## src/sv/fas_pkg.sv

```systemverilog
// Shared types, codes and widths of the frame animation sequencer.
package fas_pkg;

  // Field and register widths fixed by the command and result formats.
  localparam int OPCODE_W    = 4;
  localparam int NOW_W       = 32;
  localparam int TARGET_W    = 10;
  localparam int INDEX_W     = 8;
  localparam int CFG_COUNT_W = 9;
  localparam int CFG_TIME_W  = 31;
  localparam int CFG_MODE_W  = 2;
  localparam int CFG_IDX_W   = 2;
  localparam int CFG_DATA_W  = 31;

  // Defaults for the top-level parameters.
  localparam int MAX_FRAMES_DEF = 256;
  localparam int TIME_BITS_DEF  = 32;

  // Register reset values.
  localparam logic [CFG_COUNT_W-1:0] FRAME_COUNT_RST    = CFG_COUNT_W'(1);
  localparam logic [CFG_TIME_W-1:0]  FRAME_INTERVAL_RST = CFG_TIME_W'(100);

  typedef enum logic [OPCODE_W-1:0] {
    OP_REFRESH       = 4'd0,
    OP_ARM           = 4'd1,
    OP_START         = 4'd2,
    OP_PAUSE         = 4'd3,
    OP_RESUME        = 4'd4,
    OP_RESTART       = 4'd5,
    OP_STOP          = 4'd6,
    OP_STOP_AT       = 4'd7,
    OP_DISARM        = 4'd8,
    OP_BLINK_RESTART = 4'd9
  } op_e;

  typedef enum logic [CFG_MODE_W-1:0] {
    MODE_LOOP     = 2'd0,
    MODE_ONCE     = 2'd1,
    MODE_PINGPONG = 2'd2,
    MODE_REVERSE  = 2'd3
  } mode_e;

  typedef enum logic [1:0] {
    ST_STOPPED = 2'd0,
    ST_PLAYING = 2'd1,
    ST_PAUSED  = 2'd2
  } play_e;

  typedef enum logic [CFG_IDX_W-1:0] {
    CFG_FRAME_COUNT    = 2'd0,
    CFG_FRAME_INTERVAL = 2'd1,
    CFG_ANIM_MODE      = 2'd2,
    CFG_BLINK_PERIOD   = 2'd3
  } cfg_e;

endpackage

```

## src/sv/fas_channels.sv

```systemverilog
// Request channels of the frame animation sequencer: command in, result out.
interface fas_cmd_if;
  import fas_pkg::*;
  logic                       valid;
  logic                       ready;
  logic [OPCODE_W-1:0]        opcode;
  logic [NOW_W-1:0]           now;
  logic signed [TARGET_W-1:0] target_frame;

  modport source (output valid, opcode, now, target_frame, input ready);
  modport sink   (input valid, opcode, now, target_frame, output ready);
endinterface

interface fas_res_if;
  import fas_pkg::*;
  logic               valid;
  logic               ready;
  logic [INDEX_W-1:0] frame_index;
  logic               frame_chosen;
  logic               static_image;
  logic               blink_visible;
  logic               playing;
  logic               frame_advanced;

  modport source (output valid, frame_index, frame_chosen, static_image, blink_visible,
                  playing, frame_advanced, input ready);
  modport sink   (input valid, frame_index, frame_chosen, static_image, blink_visible,
                  playing, frame_advanced, output ready);
endinterface

```

## src/sv/frame_animation_sequencer_top.sv

```systemverilog
// Sprite frame sequencer with blink phase: command register, state update, result register.
//
//   channel   dir  handshake          payload
//   cmd_i     in   valid / ready      opcode, now, target_frame
//   res_o     out  valid / ready      frame_index, frame_chosen, static_image,
//                                     blink_visible, playing, frame_advanced
//   cfg       in   cfg_we_i           cfg_idx_i, cfg_data_i
//
// Each command passes through the command register and then the result register;
// one command is taken every cycle while results are taken.
// The sequence state is updated in the cycle a command moves from the command register
// to the result register; one subtract-and-compare per timestamp sets the path length.
// Reset (asynchronous, active low) empties both registers, clears the sequence state and
// restores the register defaults.
// A stalled result holds the result register and, behind it, the command register.
module frame_animation_sequencer_top #(
  parameter int MAX_FRAMES = fas_pkg::MAX_FRAMES_DEF,
  parameter int TIME_BITS  = fas_pkg::TIME_BITS_DEF
) (
  input  logic                           clk_i,
  input  logic                           rst_ni,
  input  logic                           cfg_we_i,
  input  logic [fas_pkg::CFG_IDX_W-1:0]  cfg_idx_i,
  input  logic [fas_pkg::CFG_DATA_W-1:0] cfg_data_i,
  fas_cmd_if.sink                        cmd_i,
  fas_res_if.source                      res_o
);
  import fas_pkg::*;

  localparam int FRAME_BITS = $clog2(MAX_FRAMES);
  localparam int CNT_BITS   = (FRAME_BITS + 1 > CFG_COUNT_W) ? FRAME_BITS + 1 : CFG_COUNT_W;
  localparam int CMP_BITS   = (TIME_BITS > CFG_TIME_W) ? TIME_BITS : CFG_TIME_W + 1;

  localparam logic [CNT_BITS-1:0] N_MAX = CNT_BITS'(MAX_FRAMES);
  localparam logic [CNT_BITS-1:0] N_ONE = CNT_BITS'(1);

  // Configuration registers.
  logic [CFG_COUNT_W-1:0] frame_count_q;
  logic [CFG_TIME_W-1:0]  frame_interval_q;
  logic [CFG_MODE_W-1:0]  anim_mode_q;
  logic [CFG_TIME_W-1:0]  blink_period_q;

  // Command register.
  logic                       cmd_vld_q;
  logic [OPCODE_W-1:0]        op_q;
  logic [NOW_W-1:0]           now_q;
  logic signed [TARGET_W-1:0] tgt_q;

  // Sequence state.
  logic                  armed_q, armed_d;
  play_e                 play_q, play_d;
  logic                  down_q, down_d;
  logic [FRAME_BITS-1:0] cur_q, cur_d;
  logic                  chosen_q, chosen_d;
  logic [TIME_BITS-1:0]  last_adv_q, last_adv_d;
  logic [TIME_BITS-1:0]  blink_mark_q, blink_mark_d;
  logic                  phase_q, phase_d;
  logic                  adv;

  // Result register.
  logic               res_vld_q;
  logic [INDEX_W-1:0] res_index_q;
  logic               res_chosen_q;
  logic               res_static_q;
  logic               res_visible_q;
  logic               res_playing_q;
  logic               res_adv_q;

  logic step;

  // A command moves on when the result register is free or being emptied.
  assign step        = cmd_vld_q && (!res_vld_q || res_o.ready);
  assign cmd_i.ready = !cmd_vld_q || step;

  // Effective frame count: zero reads as one, saturated at the frame store size.
  logic [CNT_BITS-1:0]   fc_x, n, n_m1, cur_x, cur_inc, cur_dec;
  logic [FRAME_BITS-1:0] last_frame;

  always_comb begin
    fc_x = CNT_BITS'(frame_count_q);
    if (fc_x == '0) begin
      fc_x = N_ONE;
    end
    n          = (fc_x > N_MAX) ? N_MAX : fc_x;
    n_m1       = n - N_ONE;
    last_frame = FRAME_BITS'(n_m1);
    cur_x      = CNT_BITS'(cur_q);
    cur_inc    = cur_x + N_ONE;
    cur_dec    = cur_x - N_ONE;
  end

  // Wrapped time differences against the blink mark and the last advance.
  logic [TIME_BITS-1:0] now_t, bdiff, bmag, fdiff;
  logic                 blink_due, frame_due;

  always_comb begin
    now_t     = TIME_BITS'(now_q);
    bdiff     = now_t - blink_mark_q;
    bmag      = bdiff[TIME_BITS-1] ? (~bdiff + 1'b1) : bdiff;
    blink_due = CMP_BITS'(bmag) >= CMP_BITS'(blink_period_q);
    fdiff     = now_t - last_adv_q;
    frame_due = !fdiff[TIME_BITS-1] && (CMP_BITS'(fdiff) >= CMP_BITS'(frame_interval_q));
  end

  // One advance step under the current mode.
  logic [FRAME_BITS-1:0] adv_frame;
  logic                  adv_down;
  logic                  adv_stop;

  always_comb begin
    adv_frame = cur_q;
    adv_down  = down_q;
    adv_stop  = 1'b0;
    unique case (mode_e'(anim_mode_q))
      MODE_LOOP: begin
        adv_frame = (cur_inc >= n) ? '0 : FRAME_BITS'(cur_inc);
      end
      MODE_ONCE: begin
        if (cur_inc < n) begin
          adv_frame = FRAME_BITS'(cur_inc);
        end else begin
          adv_stop = 1'b1;
        end
      end
      MODE_PINGPONG: begin
        if (down_q) begin
          // Stepping down: from frame zero the candidate falls below zero.
          if (cur_x != '0 && cur_dec >= n_m1) begin
            adv_frame = last_frame;
            adv_down  = 1'b1;
          end else if (cur_x == '0 || cur_dec == '0) begin
            adv_frame = '0;
            adv_down  = 1'b0;
          end else begin
            adv_frame = FRAME_BITS'(cur_dec);
          end
        end else begin
          if (cur_inc >= n_m1) begin
            adv_frame = last_frame;
            adv_down  = 1'b1;
          end else begin
            adv_frame = FRAME_BITS'(cur_inc);
          end
        end
      end
      MODE_REVERSE: begin
        adv_frame = (cur_x == '0) ? last_frame : FRAME_BITS'(cur_dec);
      end
    endcase
  end

  // Start frame and clamped stop target.
  logic [FRAME_BITS-1:0] start_frame, stop_frame, clamp_frame;
  logic                  reverse;
  logic [CNT_BITS-1:0]   tgt_x;

  always_comb begin
    reverse     = mode_e'(anim_mode_q) == MODE_REVERSE;
    start_frame = reverse ? last_frame : '0;
    clamp_frame = (cur_x >= n) ? last_frame : cur_q;
    tgt_x       = tgt_q[TARGET_W-1] ? '0 : CNT_BITS'(tgt_q[TARGET_W-2:0]);
    stop_frame  = (tgt_x >= n) ? last_frame : FRAME_BITS'(tgt_x);
  end

  // Next sequence state for the command in the command register.
  always_comb begin
    armed_d      = armed_q;
    play_d       = play_q;
    down_d       = down_q;
    cur_d        = cur_q;
    chosen_d     = chosen_q;
    last_adv_d   = last_adv_q;
    blink_mark_d = blink_mark_q;
    phase_d      = phase_q;
    adv          = 1'b0;
    unique case (op_e'(op_q))
      OP_REFRESH: begin
        if (blink_period_q != '0) begin
          if (blink_due) begin
            blink_mark_d = now_t;
            phase_d      = !phase_q;
          end
        end else begin
          phase_d = 1'b1;
        end
        if (phase_d && armed_q && play_q == ST_PLAYING && frame_due) begin
          last_adv_d = now_t;
          cur_d      = adv_frame;
          down_d     = adv_down;
          if (adv_stop) begin
            play_d = ST_STOPPED;
          end
          chosen_d = 1'b1;
          adv      = 1'b1;
        end
      end
      OP_ARM: begin
        armed_d    = 1'b1;
        cur_d      = start_frame;
        down_d     = reverse;
        chosen_d   = 1'b0;
        play_d     = ST_PLAYING;
        last_adv_d = now_t;
      end
      OP_START: begin
        if (armed_q) begin
          play_d     = ST_PLAYING;
          last_adv_d = now_t;
          down_d     = reverse;
        end
      end
      OP_PAUSE: begin
        if (play_q == ST_PLAYING) begin
          play_d = ST_PAUSED;
        end
      end
      OP_RESUME: begin
        if (play_q == ST_PAUSED) begin
          play_d     = ST_PLAYING;
          last_adv_d = now_t;
        end
      end
      OP_RESTART: begin
        if (armed_q) begin
          cur_d      = start_frame;
          down_d     = reverse;
          play_d     = ST_PLAYING;
          last_adv_d = now_t;
        end
      end
      OP_STOP: begin
        if (armed_q) begin
          play_d   = ST_STOPPED;
          cur_d    = clamp_frame;
          chosen_d = 1'b1;
        end
      end
      OP_STOP_AT: begin
        if (armed_q) begin
          cur_d    = stop_frame;
          play_d   = ST_STOPPED;
          chosen_d = 1'b1;
        end
      end
      OP_DISARM: begin
        armed_d  = 1'b0;
        chosen_d = 1'b0;
        play_d   = ST_STOPPED;
      end
      OP_BLINK_RESTART: begin
        blink_mark_d = '0;
      end
      default: begin
      end
    endcase
  end

  // Configuration writes.
  always_ff @(posedge clk_i or negedge rst_ni) begin
    if (!rst_ni) begin
      frame_count_q    <= FRAME_COUNT_RST;
      frame_interval_q <= FRAME_INTERVAL_RST;
      anim_mode_q      <= MODE_LOOP;
      blink_period_q   <= '0;
    end else if (cfg_we_i) begin
      unique case (cfg_e'(cfg_idx_i))
        CFG_FRAME_COUNT:    frame_count_q    <= cfg_data_i[CFG_COUNT_W-1:0];
        CFG_FRAME_INTERVAL: frame_interval_q <= cfg_data_i[CFG_TIME_W-1:0];
        CFG_ANIM_MODE:      anim_mode_q      <= cfg_data_i[CFG_MODE_W-1:0];
        CFG_BLINK_PERIOD:   blink_period_q   <= cfg_data_i[CFG_TIME_W-1:0];
      endcase
    end
  end

  // Command register valid.
  always_ff @(posedge clk_i or negedge rst_ni) begin
    if (!rst_ni) begin
      cmd_vld_q <= 1'b0;
    end else if (cmd_i.ready) begin
      cmd_vld_q <= cmd_i.valid;
    end
  end

  // Command register payload.
  always_ff @(posedge clk_i) begin
    if (cmd_i.valid && cmd_i.ready) begin
      op_q  <= cmd_i.opcode;
      now_q <= cmd_i.now;
      tgt_q <= cmd_i.target_frame;
    end
  end

  // Sequence state.
  always_ff @(posedge clk_i or negedge rst_ni) begin
    if (!rst_ni) begin
      armed_q      <= 1'b0;
      play_q       <= ST_STOPPED;
      down_q       <= 1'b0;
      cur_q        <= '0;
      chosen_q     <= 1'b0;
      last_adv_q   <= '0;
      blink_mark_q <= '0;
      phase_q      <= 1'b1;
    end else if (step) begin
      armed_q      <= armed_d;
      play_q       <= play_d;
      down_q       <= down_d;
      cur_q        <= cur_d;
      chosen_q     <= chosen_d;
      last_adv_q   <= last_adv_d;
      blink_mark_q <= blink_mark_d;
      phase_q      <= phase_d;
    end
  end

  // Result register valid.
  always_ff @(posedge clk_i or negedge rst_ni) begin
    if (!rst_ni) begin
      res_vld_q <= 1'b0;
    end else if (step) begin
      res_vld_q <= 1'b1;
    end else if (res_o.ready) begin
      res_vld_q <= 1'b0;
    end
  end

  // Result register payload, taken from the state after the command.
  always_ff @(posedge clk_i) begin
    if (step) begin
      res_index_q   <= INDEX_W'(cur_d);
      res_chosen_q  <= chosen_d;
      res_static_q  <= !armed_d;
      res_visible_q <= phase_d;
      res_playing_q <= armed_d && (play_d == ST_PLAYING);
      res_adv_q     <= adv;
    end
  end

  assign res_o.valid          = res_vld_q;
  assign res_o.frame_index    = res_index_q;
  assign res_o.frame_chosen   = res_chosen_q;
  assign res_o.static_image   = res_static_q;
  assign res_o.blink_visible  = res_visible_q;
  assign res_o.playing        = res_playing_q;
  assign res_o.frame_advanced = res_adv_q;

  // A running or paused sequence is always armed.
  a_play_needs_arm: assert property (@(posedge clk_i) disable iff (!rst_ni)
    play_q != ST_STOPPED |-> armed_q)
    else $error("sequence active while disarmed");

  // An advance always marks a frame as chosen.
  a_adv_chosen: assert property (@(posedge clk_i) disable iff (!rst_ni)
    res_vld_q && res_adv_q |-> res_chosen_q)
    else $error("frame advanced without being chosen");

  // A playing result can never report the base image.
  a_play_static: assert property (@(posedge clk_i) disable iff (!rst_ni)
    res_vld_q && res_playing_q |-> !res_static_q)
    else $error("playing while static image shown");

  // A held command is not lost while the result side stalls.
  a_cmd_held: assert property (@(posedge clk_i) disable iff (!rst_ni)
    cmd_vld_q && !step |=> cmd_vld_q && $stable(op_q) && $stable(now_q))
    else $error("stalled command dropped");

endmodule
```

## src/flat_wrapper.sv

```systemverilog
// flat-port wrapper written by rule: the top's interface ports become plain ports
module frame_animation_sequencer_top_flat import fas_pkg::*;
#(
  parameter int MAX_FRAMES = fas_pkg::MAX_FRAMES_DEF,
  parameter int TIME_BITS  = fas_pkg::TIME_BITS_DEF
)
  (clk_i, rst_ni, cfg_we_i, cfg_idx_i, cfg_data_i, cmd_i_valid, cmd_i_opcode, cmd_i_now, cmd_i_target_frame, cmd_i_ready, res_o_valid, res_o_frame_index, res_o_frame_chosen, res_o_static_image, res_o_blink_visible, res_o_playing, res_o_frame_advanced, res_o_ready);
  fas_cmd_if cmd_i_i ();
  fas_res_if res_o_i ();
  input  logic clk_i;
  input  logic rst_ni;
  input  logic cfg_we_i;
  input  logic [fas_pkg::CFG_IDX_W-1:0] cfg_idx_i;
  input  logic [fas_pkg::CFG_DATA_W-1:0] cfg_data_i;
  input wire logic [$bits(cmd_i_i.valid)-1:0] cmd_i_valid;
  input wire logic [$bits(cmd_i_i.opcode)-1:0] cmd_i_opcode;
  input wire logic [$bits(cmd_i_i.now)-1:0] cmd_i_now;
  input wire logic [$bits(cmd_i_i.target_frame)-1:0] cmd_i_target_frame;
  output wire logic [$bits(cmd_i_i.ready)-1:0] cmd_i_ready;
  output wire logic [$bits(res_o_i.valid)-1:0] res_o_valid;
  output wire logic [$bits(res_o_i.frame_index)-1:0] res_o_frame_index;
  output wire logic [$bits(res_o_i.frame_chosen)-1:0] res_o_frame_chosen;
  output wire logic [$bits(res_o_i.static_image)-1:0] res_o_static_image;
  output wire logic [$bits(res_o_i.blink_visible)-1:0] res_o_blink_visible;
  output wire logic [$bits(res_o_i.playing)-1:0] res_o_playing;
  output wire logic [$bits(res_o_i.frame_advanced)-1:0] res_o_frame_advanced;
  input wire logic [$bits(res_o_i.ready)-1:0] res_o_ready;
  assign cmd_i_i.valid = cmd_i_valid;
  assign cmd_i_i.opcode = cmd_i_opcode;
  assign cmd_i_i.now = cmd_i_now;
  assign cmd_i_i.target_frame = cmd_i_target_frame;
  assign cmd_i_ready = cmd_i_i.ready;
  assign res_o_valid = res_o_i.valid;
  assign res_o_frame_index = res_o_i.frame_index;
  assign res_o_frame_chosen = res_o_i.frame_chosen;
  assign res_o_static_image = res_o_i.static_image;
  assign res_o_blink_visible = res_o_i.blink_visible;
  assign res_o_playing = res_o_i.playing;
  assign res_o_frame_advanced = res_o_i.frame_advanced;
  assign res_o_i.ready = res_o_ready;
  frame_animation_sequencer_top #(.MAX_FRAMES(MAX_FRAMES), .TIME_BITS(TIME_BITS)) u_core (.clk_i(clk_i), .rst_ni(rst_ni), .cfg_we_i(cfg_we_i), .cfg_idx_i(cfg_idx_i), .cfg_data_i(cfg_data_i), .cmd_i(cmd_i_i), .res_o(res_o_i));
endmodule
```

## config.mk

```make
export PLATFORM = sky130hd
export DESIGN_NAME = frame_animation_sequencer_top_flat
export DESIGN_NICKNAME = d
export VERILOG_FILES = /design/src/sv/fas_pkg.sv /design/src/sv/fas_channels.sv /design/src/sv/frame_animation_sequencer_top.sv /design/src/flat_wrapper.sv
export SDC_FILE = /design/constraint.sdc
export NUM_CORES = 1
export LEC_CHECK = 0
export ABC_AREA = 1
export BUFFER_PORTS_ARGS = -buffer_cell sky130_fd_sc_hd__buf_2
export CAP_MARGIN = 40
export CORE_MARGIN = 1.5
export CORE_UTILIZATION = 65
export CTS_BUF_LIST = sky130_fd_sc_hd__clkbuf_4
export DETAILED_ROUTE_END_ITERATION = 16
export HOLD_SLACK_MARGIN = 0.1
export PLACE_DENSITY_LB_ADDON = 0.15
export SLEW_MARGIN = 20
export SYNTH_ARGS = -nofsm -noshare
export SYNTH_HDL_FRONTEND = slang
export SYNTH_SLANG_ARGS = --single-unit
```

## constraint.sdc

```tcl
create_clock -name clk_i -period 6.4 [get_ports clk_i]
set_input_delay 1.28 -clock clk_i [delete_from_list [all_inputs] [get_ports clk_i]]
set_output_delay 1.28 -clock clk_i [all_outputs]
set_load 0.03 [all_outputs]
```

==> results.ini, run 1 <==
[synthesis]
synthArstFlopShare_pct=72.2
syn_nets=2759
syn-instance-count=2500
yosys.area.top_type=dfrtp_1
synth_top_area_share_pct=20.8
synth-main-ff-cell=dfrtp_1
synth_cell_types=60
yosysSeqAreaShare_pct=31.4
synth_warnings=0
synth_area_um2=17800
synthTopCellsByArea=dfrtp_1 21%, nand2_1 13%, ha_1 12%
synth-seq-cells=212
syn_avg_cell_area_um2=7.13
synth-edff-count=59

[route]
ant_nets=0
drtPass1Iterations=5
wl_per_cell_um=17.2
routed-via-count=17100
viasPerCell=5.72
routed_wl_mm=51.4
drc=0
drt_iter0_markers=1487

[timing]
tns_ps=0
rsz0062_at_grt=false
period_needed_ps=5780
period_share_pct=90.4
drv_slew=0
setup_viol_count_final=0
clock.fmax_mhz=173
hold_viol=0
skew_ps=86.1
worst_slack_ps=618
maxSlewHeadroom_pct=45.6
worst_pin_slew_ps=813

[clock_tree]
post_cts_buffers=0
cts_made_buffers=57
htree_levels=2
cts_tree=yes
clk_pin_slew_worst_paths_ps=80
clk_latency_ps=760
clockRootBuffer=clkbuf_4
cts.sinks=212
cts_resized=0
ctsHoldBuffers=0
cts.path.max_buffers=3

[setup_path]
slowest_stage=buf_4
cpPeakStageDelay_ps=520
endpoint_kind=flop
cp.required_ps=7070
crit_path_max_fanout=64
crit_path_start_kind=flop
crit_path_frequent_cell=nand2_1
crit_type=reg2reg
r2r_slack_ps=620
arrival_ps=6450

[final_layout]
fillers=2235
layout_common_cells=595 x nand2_1, 440 x inv_1, 195 x a21oi_1
fin_nets=2875
fin_util_pct=72.0
area_growth_pct=8.81
drive_gt1_share_pct=12.6
final_common_cell=nand2_1
finalInstanceArea_um2=19400

[worst_hold_path]
hp-class=in2async

[place]
dpl-instance-area_um2=18600
gp_congestion=1.02
pre_cts_ws_ps=690
hpwl_mm=39.8
port_buffers=98

[power_and_ir_drop]
total_power_mw=10.2
vdd_ir_drop_max_v=0.000314
powerDensity_nw_per_um2=524
p_leak_nw=10.2

[run_status]
status=finished clean

[global_route]
grt_antenna_before_repair=1
grt_start_max_net_pins=65
grt_pass1_wl_mm=82.0
grt_pass1_vias=16600
grt_usage_pct=36.4
grt_overflow_total=0

[floorplan]
die_w_um=169
initial_utilization_pct=66.2
die_h_um=169
die_area_um2=28400
core-area_um2=27000
ioPinCount=99
num_rows=60

[flow_run]
cap_violations=0

-- worst paths after layout --
kind | start | end | cells after the start
worst max-delay path | u_core.now_q[15] | u_core.last_adv_q[1] | 32
worst min-delay path | rst_ni | u_core.frame_interval_q[3] | 1
worst max register to register | u_core.now_q[15] | u_core.last_adv_q[1] | 32
worst min register to register | u_core.blink_period_q[22] | u_core.blink_period_q[22] | 2
max in group asynchronous | rst_ni | u_core.blink_period_q[17] | 4
min in group clk_i | u_core.blink_period_q[22] | u_core.blink_period_q[22] | 2
-- report_power, final --
part           switching (mW)  leakage, nW  internal [mW]
sequential              0.295         2.41           1.76
combinational            4.44         7.34           2.43
clock                   0.599        0.434          0.643
-- worst max-delay path, delay by kind of cell (launching register included) --
family | cells | cell delay [ps]
AND/OR/NAND/NOR | 23 | 2910
AO/OA/AOI/OAI | 3 | 550
XOR/XNOR | 1 | 180
adder cells (fa/ha/maj) | 2 | 750
buffers and inverters | 3 | 730
flip-flops | 1 | 500
-- metal layers --
metal,routed length [um],share of wire (%),track usage (%),up-vias
met2,24800,48,62.9,640
met3,2720,5.3,4.77,176
met1,21100,41,44.1,7946
met5,0,0,0,-
met4,2800,5.4,20.2,0
li1,-,-,-,8373
-- layout make-up --
cell class	count	area [um^2]	area share [%]
multi-input combinational	1781	10200	52.8
timing repair buffer	112	699	3.60
tap	341	427	2.20
clock buffer	85	638	3.29
inverter	452	1700	8.74
sequential	212	5610	28.9
antenna	1	2.50	0.0129
clock inverter	14	91.3	0.471
-- cell usage after synthesis, types with 3 or more instances --
master / instances
a21boi_0: 5
and2_1: 10
o21ai_2: 29
nor3_1: 27
nor4_1: 11
nor2_1: 184
dfrtp_1: 148
a21oi_1: 195
inv_1: 441
buf_6: 9
o21bai_1: 7
clkbuf_4: 3
nand2_2: 24
nand2_1: 595
buf_4: 3
o21a_1: 4
xor2_1: 52
nand4_1: 44
nor2_4: 6
o21ai_0: 160
o21ai_1: 8
inv_2: 6
nand3b_1: 10
nor2_2: 14
a211oi_1: 8
dfstp_2: 5
a31oi_1: 5
clkinv_1: 5
nand3_2: 33
o211ai_1: 8
ha_1: 173
clkbuf_1: 38
xnor2_1: 19
edfxtp_1: 59
nand3_1: 118
-- kinds of logic (layout without fill, tap and decap cells) --
family          count (synthesis)  count (layout)  share of synthesized area [%]
fa+ha+maj                     175             175                           12.4
flops                         212             212                           31.4
compound gates                449             449                           14.2
simple gates                 1086            1086                           27.4
other cells                     0               1                              0
buf+inv                       507             663                           11.2
xor+xnor                       71              71                           3.49
-- state kept, by name, indices dropped and copies added (netlist names), 2 cells and up --
name and cells:
u_core.frame_count_q 9, u_core.op_q 4, u_core.now_q 32, u_core.res_o.frame_index 8, u_core.blink_period_q 31, u_core.blink_mark_q 32
u_core.anim_mode_q 2, u_core.cur_q 8, u_core.last_adv_q 32, u_core.play_q 2, u_core.frame_interval_q 31, u_core.tgt_q 10
-- stage by stage --
stage / std cells / hold WS (ps)
finish: 2998 / 486
floorplan: 2500 / 449
detailed placement: 2897 / 473
CTS: 2996 / 461
global route: 2998 / 505
global placement: 2893 / 467
Power figures use the tool's default switching activity.
==> inputs of run 2 (changes only) <==
--- a/config.mk
+++ b/config.mk
@@ -5,11 +5,10 @@
 export SDC_FILE = /design/constraint.sdc
 export NUM_CORES = 1
 export LEC_CHECK = 0
-export ABC_AREA = 1
 export BUFFER_PORTS_ARGS = -buffer_cell sky130_fd_sc_hd__buf_2
 export CAP_MARGIN = 40
 export CORE_MARGIN = 1.5
-export CORE_UTILIZATION = 65
+export CORE_UTILIZATION = 64
 export CTS_BUF_LIST = sky130_fd_sc_hd__clkbuf_4
 export DETAILED_ROUTE_END_ITERATION = 16
 export HOLD_SLACK_MARGIN = 0.1
==> results.ini, run 2 <==
[run_status]
status=finished with violations
violations=setup timing

[synthesis]
synth_cell_types=92  ; +53%
synth_most_common_cell=inv_1
syn_nets=2116  ; -23%
syn_avg_cell_area_um2=9.15  ; +28%
syn-instance-count=1857  ; -26%
synthArstFlopShare_pct=72.2  ; unchanged
synth_top_area_share_pct=21.8  ; +1.0 points
yosysSeqAreaShare_pct=33.0  ; +1.6 points
synth_warnings=0  ; unchanged
synthTopCellsByArea=dfrtp_1 22%, ha_1 13%, edfxtp_1 10%
synth-seq-cells=212  ; unchanged
synth-main-ff-cell=dfrtp_1
synth_common_cells=174 x inv_1, 173 x ha_1, 165 x nand2_1, 148 x dfrtp_1, 123 x a21oi_1
yosys.area.top_type=dfrtp_1
synth_area_um2=17000  ; -4.7%
synth-edff-count=59  ; unchanged

[setup_path]
crit_path_start_kind=flop
r2r_slack_ps=-180  ; -800 ps
cp.required_ps=6820  ; -250 ps
slowest_stage=or4_4
endpoint_kind=flop
r2r_cells=31  ; -3.1%
crit_path_max_fanout=5  ; -92%
cp-endpoint=u_core.res_o.frame_index[2]
arrival_ps=7000  ; +550 ps
crit-reg2reg-capture=u_core.res_o.frame_index[2]
crit_type=reg2reg
rr_startpoint=u_core.now_q[0]
cpPeakStageDelay_ps=530  ; about the same
cp-startpoint=u_core.now_q[0]

[place]
pre_cts_ws_ps=-493  ; -1180 ps
gp_congestion=0.944  ; -7.2%
hpwl_mm=36.4  ; -8.6%
dpl-instance-area_um2=18500  ; -0.79%
port_buffers=98  ; unchanged
dp.cells=2339  ; -19%

[floorplan]
num_rows=59  ; -1.7%
ioPinCount=99  ; unchanged
die_area_um2=27500  ; -3.2%
core-area_um2=26100  ; -3.3%
initial_utilization_pct=65.2  ; -0.96 points
die_h_um=166  ; -1.6%
die_w_um=166  ; -1.6%

[route]
wl_per_cell_um=20.4  ; +19%
viasPerCell=6.28  ; +9.9%
drc=0  ; unchanged
routed-via-count=15600  ; -8.9%
drt_iter0_markers=1522  ; +2.4%
ant_nets=0  ; unchanged
routed_wl_mm=50.8  ; -1.3%
drtPass1Iterations=6  ; +1

[timing]
setup_viol_count_final=45  ; +45
drv_slew=0  ; unchanged
tns_ps=-3260  ; -3260 ps
rsz0062_at_grt=true
worst_slack_ps=-184  ; -802 ps
worst_pin_slew_ps=854  ; +40.8 ps
maxSlewHeadroom_pct=42.6  ; -3.0 points
clock.fmax_mhz=152  ; -12%
period_share_pct=103  ; +13 points
period_needed_ps=6580  ; +802 ps
hold_viol=0  ; unchanged
skew_ps=75.2  ; -10.9 ps

[final_layout]
drive_gt1_share_pct=26.2  ; +14 points
ff_latch_area_um2=5610  ; unchanged
fin_util_pct=77.5  ; +5.5 points
top_regs=u_core.blink_mark_q: 32 flops, u_core.last_adv_q: 32 flops, u_core.now_q: 32 flops
fin_cells=2483  ; -17%
fin_nets=2360  ; -18%
area_growth_pct=18.8
layout_common_cells=172 x inv_1, 172 x ha_1, 158 x nand2_1
multi_input_area_um2=10800  ; +5.4%
finalInstanceArea_um2=20200  ; +4.0%
fillers=1848  ; -17%

[clock_tree]
clk_pin_slew_worst_paths_ps=70  ; about the same
cts_tree=yes
cts.path.max_buffers=3  ; unchanged
cts.sinks=212  ; unchanged
htree_levels=2  ; unchanged
clk_latency_ps=730  ; -30 ps
clockRootBuffer=clkbuf_4
cts_made_buffers=55  ; -3.5%

[global_route]
grt_pass1_vias=15100  ; -9.2%
grt_antenna_before_repair=1  ; unchanged
grt_overflow_total=0  ; unchanged
grt_usage_pct=35.0  ; -1.4 points
grt_start_max_net_pins=68  ; +4.6%
grt_pass1_wl_mm=77.6  ; -5.3%

[worst_hold_path]
hp-class=in2async

[power_and_ir_drop]
powerDensity_nw_per_um2=527  ; +0.49%
vdd_ir_drop_max_v=0.000299  ; -4.7%
p_leak_nw=9.52  ; -6.5%

[flow_run]
cap_violations=0  ; unchanged

## run 2: cell types whose count changed after synthesis, moves of 39 or more
cell	change
nand2_1	-430
inv_1	-267
nor2_1	-94
mux2_2	+80
nand3_1	-79
a21oi_1	-72
xnor2_1	+48
a21o_1	+45
o21ai_0	-39
## run 2: routing by layer
| metal | vias to the layer above | track usage (%) | part of all wire (%) | wire length, um |
|---|---|---|---|---|
| met5 | - | 0 | 0 | 0 |
| met4 | 0 | 14.8 | 4.1 | 2090 |
| met3 | 157 | 5.51 | 7.5 | 3820 |
| met2 | 730 | 59.5 | 48 | 24600 |
| met1 | 7462 | 44.4 | 40 | 20300 |
| li1 | 7254 | - | - | - |
## run 2: timing repair
action,4_1_cts,5_1_grt
hold buffers,0,0
cloned,3,7
setup buffers,20,11
pin swaps,23,33
gates resized for setup,40,96
endpoints found under the setup margin,83,87
endpoints found under the hold margin,0,0
## run 2: kinds of logic after synthesis
group | synth area share (%)
simple gates | 15.6
fa+ha+maj | 13.0
mux | 9.01
compound gates | 18.6
xor+xnor | 4.79
buf+inv | 6.06
flops | 33.0
## run 2: final cells by class
| cell class | count | area share, % |
|---|---|---|
| flip-flops and latches | 212 | 27.8 |
| well taps | 335 | 2.08 |
| clock inverters | 15 | 0.595 |
| repair buffers | 253 | 9.59 |
| multi-input cells | 1405 | 53.4 |
| inverters | 174 | 3.24 |
| diodes | 1 | 0.0124 |
| clock buffers | 88 | 3.27 |
## run 2: metrics by stage
stage	hold WS, ps	power, mW
finish	451	10.6
CTS	419	10.2
global route	423	11.4
global placement	462	8.34
floorplan	450	6.61
detailed placement	471	8.59
## run 2: worst min path at each step
| stage | startpoint | end | slack (ps) | depth (start not counted) |
|---|---|---|---|---|
| finish | rst_ni | u_core.blink_period_q[15] | 450 | 1 |
| detailed placement | u_core.blink_mark_q[11] | u_core.blink_mark_q[11] | 470 | 2 |
| global placement | u_core.blink_mark_q[10] | u_core.blink_mark_q[10] | 460 | 2 |
| global route | rst_ni | u_core.blink_period_q[15] | 420 | 1 |
| CTS | rst_ni | u_core.frame_interval_q[11] | 420 | 1 |
| floorplan | u_core.blink_mark_q[10] | u_core.blink_mark_q[10] | 450 | 2 |
## run 2: critical path: cells and delay by family (launching register included)
| kind | cells | cell delay [ps] |
|---|---|---|
| buffers and inverters | 8 | 930 |
| XOR/XNOR | 1 | 50 |
| adder cells (fa/ha/maj) | 3 | 790 |
| AND/OR/NAND/NOR | 7 | 1930 |
| AO/OA/AOI/OAI | 10 | 1770 |
| multiplexers | 2 | 430 |
| flip-flops | 1 | 390 |
## run 2: report_power, final
group | leakage [nW] | internal, mW | switching, mW
Combinational | 6.65 | 3.29 | 3.88
Clock | 0.460 | 0.705 | 0.603
Sequential | 2.40 | 1.76 | 0.393
Total | 9.52 | 5.76 | 4.87
==> inputs of run 3 (changes only) <==
--- a/config.mk
+++ b/config.mk
@@ -13,6 +13,7 @@
 export DETAILED_ROUTE_END_ITERATION = 16
 export HOLD_SLACK_MARGIN = 0.1
 export PLACE_DENSITY_LB_ADDON = 0.15
+export SKIP_LAST_GASP = 1
 export SLEW_MARGIN = 20
 export SYNTH_ARGS = -nofsm -noshare
 export SYNTH_HDL_FRONTEND = slang
==> results.ini, run 3 (synthesized netlist as in run 2, its figures left out) <==
[floorplan]
ioPinCount=99  ; unchanged
num_rows=59  ; unchanged
initial_utilization_pct=65.2  ; unchanged
die_area_um2=27500  ; unchanged
core-area_um2=26100  ; unchanged
die_h_um=166  ; unchanged
die_w_um=166  ; unchanged

[place]
pre_cts_ws_ps=-493  ; unchanged
port_buffers=98  ; unchanged
dpl-instance-area_um2=18500  ; unchanged
hpwl_mm=36.4  ; unchanged
dp.cells=2339  ; unchanged
gp_congestion=0.944  ; unchanged

[timing]
setup_viol_count_final=47  ; +4.4%
maxSlewHeadroom_pct=42.9  ; +0.37 points
worst_pin_slew_ps=848  ; -5.51 ps
period_needed_ps=6560  ; -20.9 ps
period_share_pct=103  ; -0.33 points
timing.hold.ws_ps=451  ; -0.565 ps
skew_ps=73.5  ; -1.73 ps
rsz0062_at_grt=true
clock.fmax_mhz=152  ; +0.32%
tns_ps=-2800  ; +466 ps
worst_slack_ps=-163  ; +20.9 ps
hold_viol=0  ; unchanged
drv_slew=0  ; unchanged

[route]
ant_nets=0  ; unchanged
drt_iter0_markers=1604  ; +5.4%
drc=0  ; unchanged
routed-via-count=15500  ; -0.38%
drtPass1Iterations=6  ; unchanged
wl_per_cell_um=20.4  ; about the same
routed_wl_mm=50.7  ; about the same
viasPerCell=6.26  ; -0.38%

[clock_tree]
cts_made_buffers=55  ; unchanged
clockRootBuffer=clkbuf_4
clk_pin_slew_worst_paths_ps=70  ; about the same
cts_tree=yes
clk_latency_ps=730  ; about the same
htree_levels=2  ; unchanged
cts.path.max_buffers=3  ; unchanged
cts.sinks=212  ; unchanged
ctsHoldBuffers=0  ; unchanged

[final_layout]
top_regs=u_core.blink_mark_q: 32 flops, u_core.last_adv_q: 32 flops, u_core.now_q: 32 flops
finalInstanceArea_um2=20200  ; about the same
layout_common_cells=172 x inv_1, 172 x ha_1, 158 x nand2_1
fin_cells=2483  ; unchanged
fin_util_pct=77.4  ; about the same
drive_gt1_share_pct=26.1  ; -0.093 points
fillers=1848  ; unchanged
fin_nets=2360  ; unchanged
area_growth_pct=18.8  ; about the same

[setup_path]
cp-startpoint=u_core.now_q[0]
critPathBufInv=8  ; unchanged
endpoint_kind=flop
critPathTopFamily=simple AND/OR/NAND/NOR gates
r2r_cells=31  ; unchanged
rr_startpoint=u_core.now_q[0]
cpPeakStageDelay_ps=530  ; about the same
crit_path_max_fanout=5  ; unchanged
r2r_slack_ps=-160  ; +20 ps
crit_path_start_kind=flop
cp.required_ps=6820  ; about the same
crit_type=reg2reg
arrival_ps=6980  ; -20 ps
crit-reg2reg-capture=u_core.res_o.frame_index[2]
slowest_stage=or4_4

[power_and_ir_drop]
vdd_ir_drop_max_v=0.000306  ; +2.1%
p_leak_nw=9.52  ; about the same
total_power_mw=10.6  ; -0.12%
powerDensity_nw_per_um2=526  ; about the same

[worst_hold_path]
hp-class=in2async

[global_route]
grt_pass1_wl_mm=77.6  ; unchanged
grt_usage_pct=35.0  ; unchanged
grt_start_max_net_pins=68  ; unchanged
grt_antenna_before_repair=1  ; unchanged
grt_overflow_total=0  ; unchanged
grt_pass1_vias=15100  ; unchanged

[flow_run]
cap_violations=0  ; unchanged

[run_status]
status=finished with violations
violations=setup timing

==> run 3: cell counts in the layout (fill, tap and decap cells not counted) <==
No cell type changed its count.
==> run 3: worst register-to-register path: cells and delay by family, from the launching register on <==
| family | cells | cell delay [ps] |
|---|---|---|
| fa+ha+maj | 3 | 790 |
| simple gates | 7 | 1920 |
| compound gates | 10 | 1760 |
| flops | 1 | 390 |
| mux | 2 | 420 |
| xor+xnor | 1 | 50 |
| buf+inv | 8 | 940 |
==> run 3: worst max path at each step <==
stage	endpoint	slack (ps)	depth (start not counted)
floorplan	u_core.last_adv_q[10]	9	28
global placement	u_core.last_adv_q[5]	-350	27
detailed placement	u_core.last_adv_q[5]	-490	27
CTS	u_core.last_adv_q[5]	-80	28
finish	u_core.res_o.frame_index[2]	-160	31
global route	u_core.res_o.frame_index[6]	-530	31
==> run 3: timing repair <==
action / in CTS / in global routing
resized for setup: 40 / 94
pin swaps: 23 / 32
buffers inserted: 20 / 11
endpoints found under the setup margin: 83 / 87
cloned: 3 / 7
==> run 3: layout make-up <==
| cell class | instances | area (um^2) | area share [%] |
|---|---|---|---|
| Timing Repair Buffer | 253 | 1940 | 9.60 |
| Inverter | 174 | 653 | 3.24 |
| Clock buffer | 88 | 661 | 3.27 |
| Antenna cell | 1 | 2.50 | 0.0124 |
| Clock inverter | 15 | 120 | 0.595 |
| Tap cell | 335 | 419 | 2.08 |
| Multi-Input combinational cell | 1405 | 10800 | 53.4 |
| Sequential cell | 212 | 5610 | 27.8 |
==> run 3: routing by layer <==
| layer | up-vias | track usage (%) | part of all wire [%] |
|---|---|---|---|
| met5 | - | 0 | 0 |
| met4 | 0 | 14.8 | 4.2 |
| met3 | 172 | 5.51 | 7.2 |
| met2 | 693 | 59.5 | 48 |
| met1 | 7438 | 44.4 | 40 |
| li1 | 7240 | - | - |
==> run 3: power breakdown <==
part	total [mW]	switching (mW)	internal [mW]	leakage, nW
sequential	2.16	0.396	1.76	2.40
clock	1.31	0.601	0.705	0.460
combinational	7.15	3.87	3.29	6.65
total	10.6	4.86	5.75	9.52
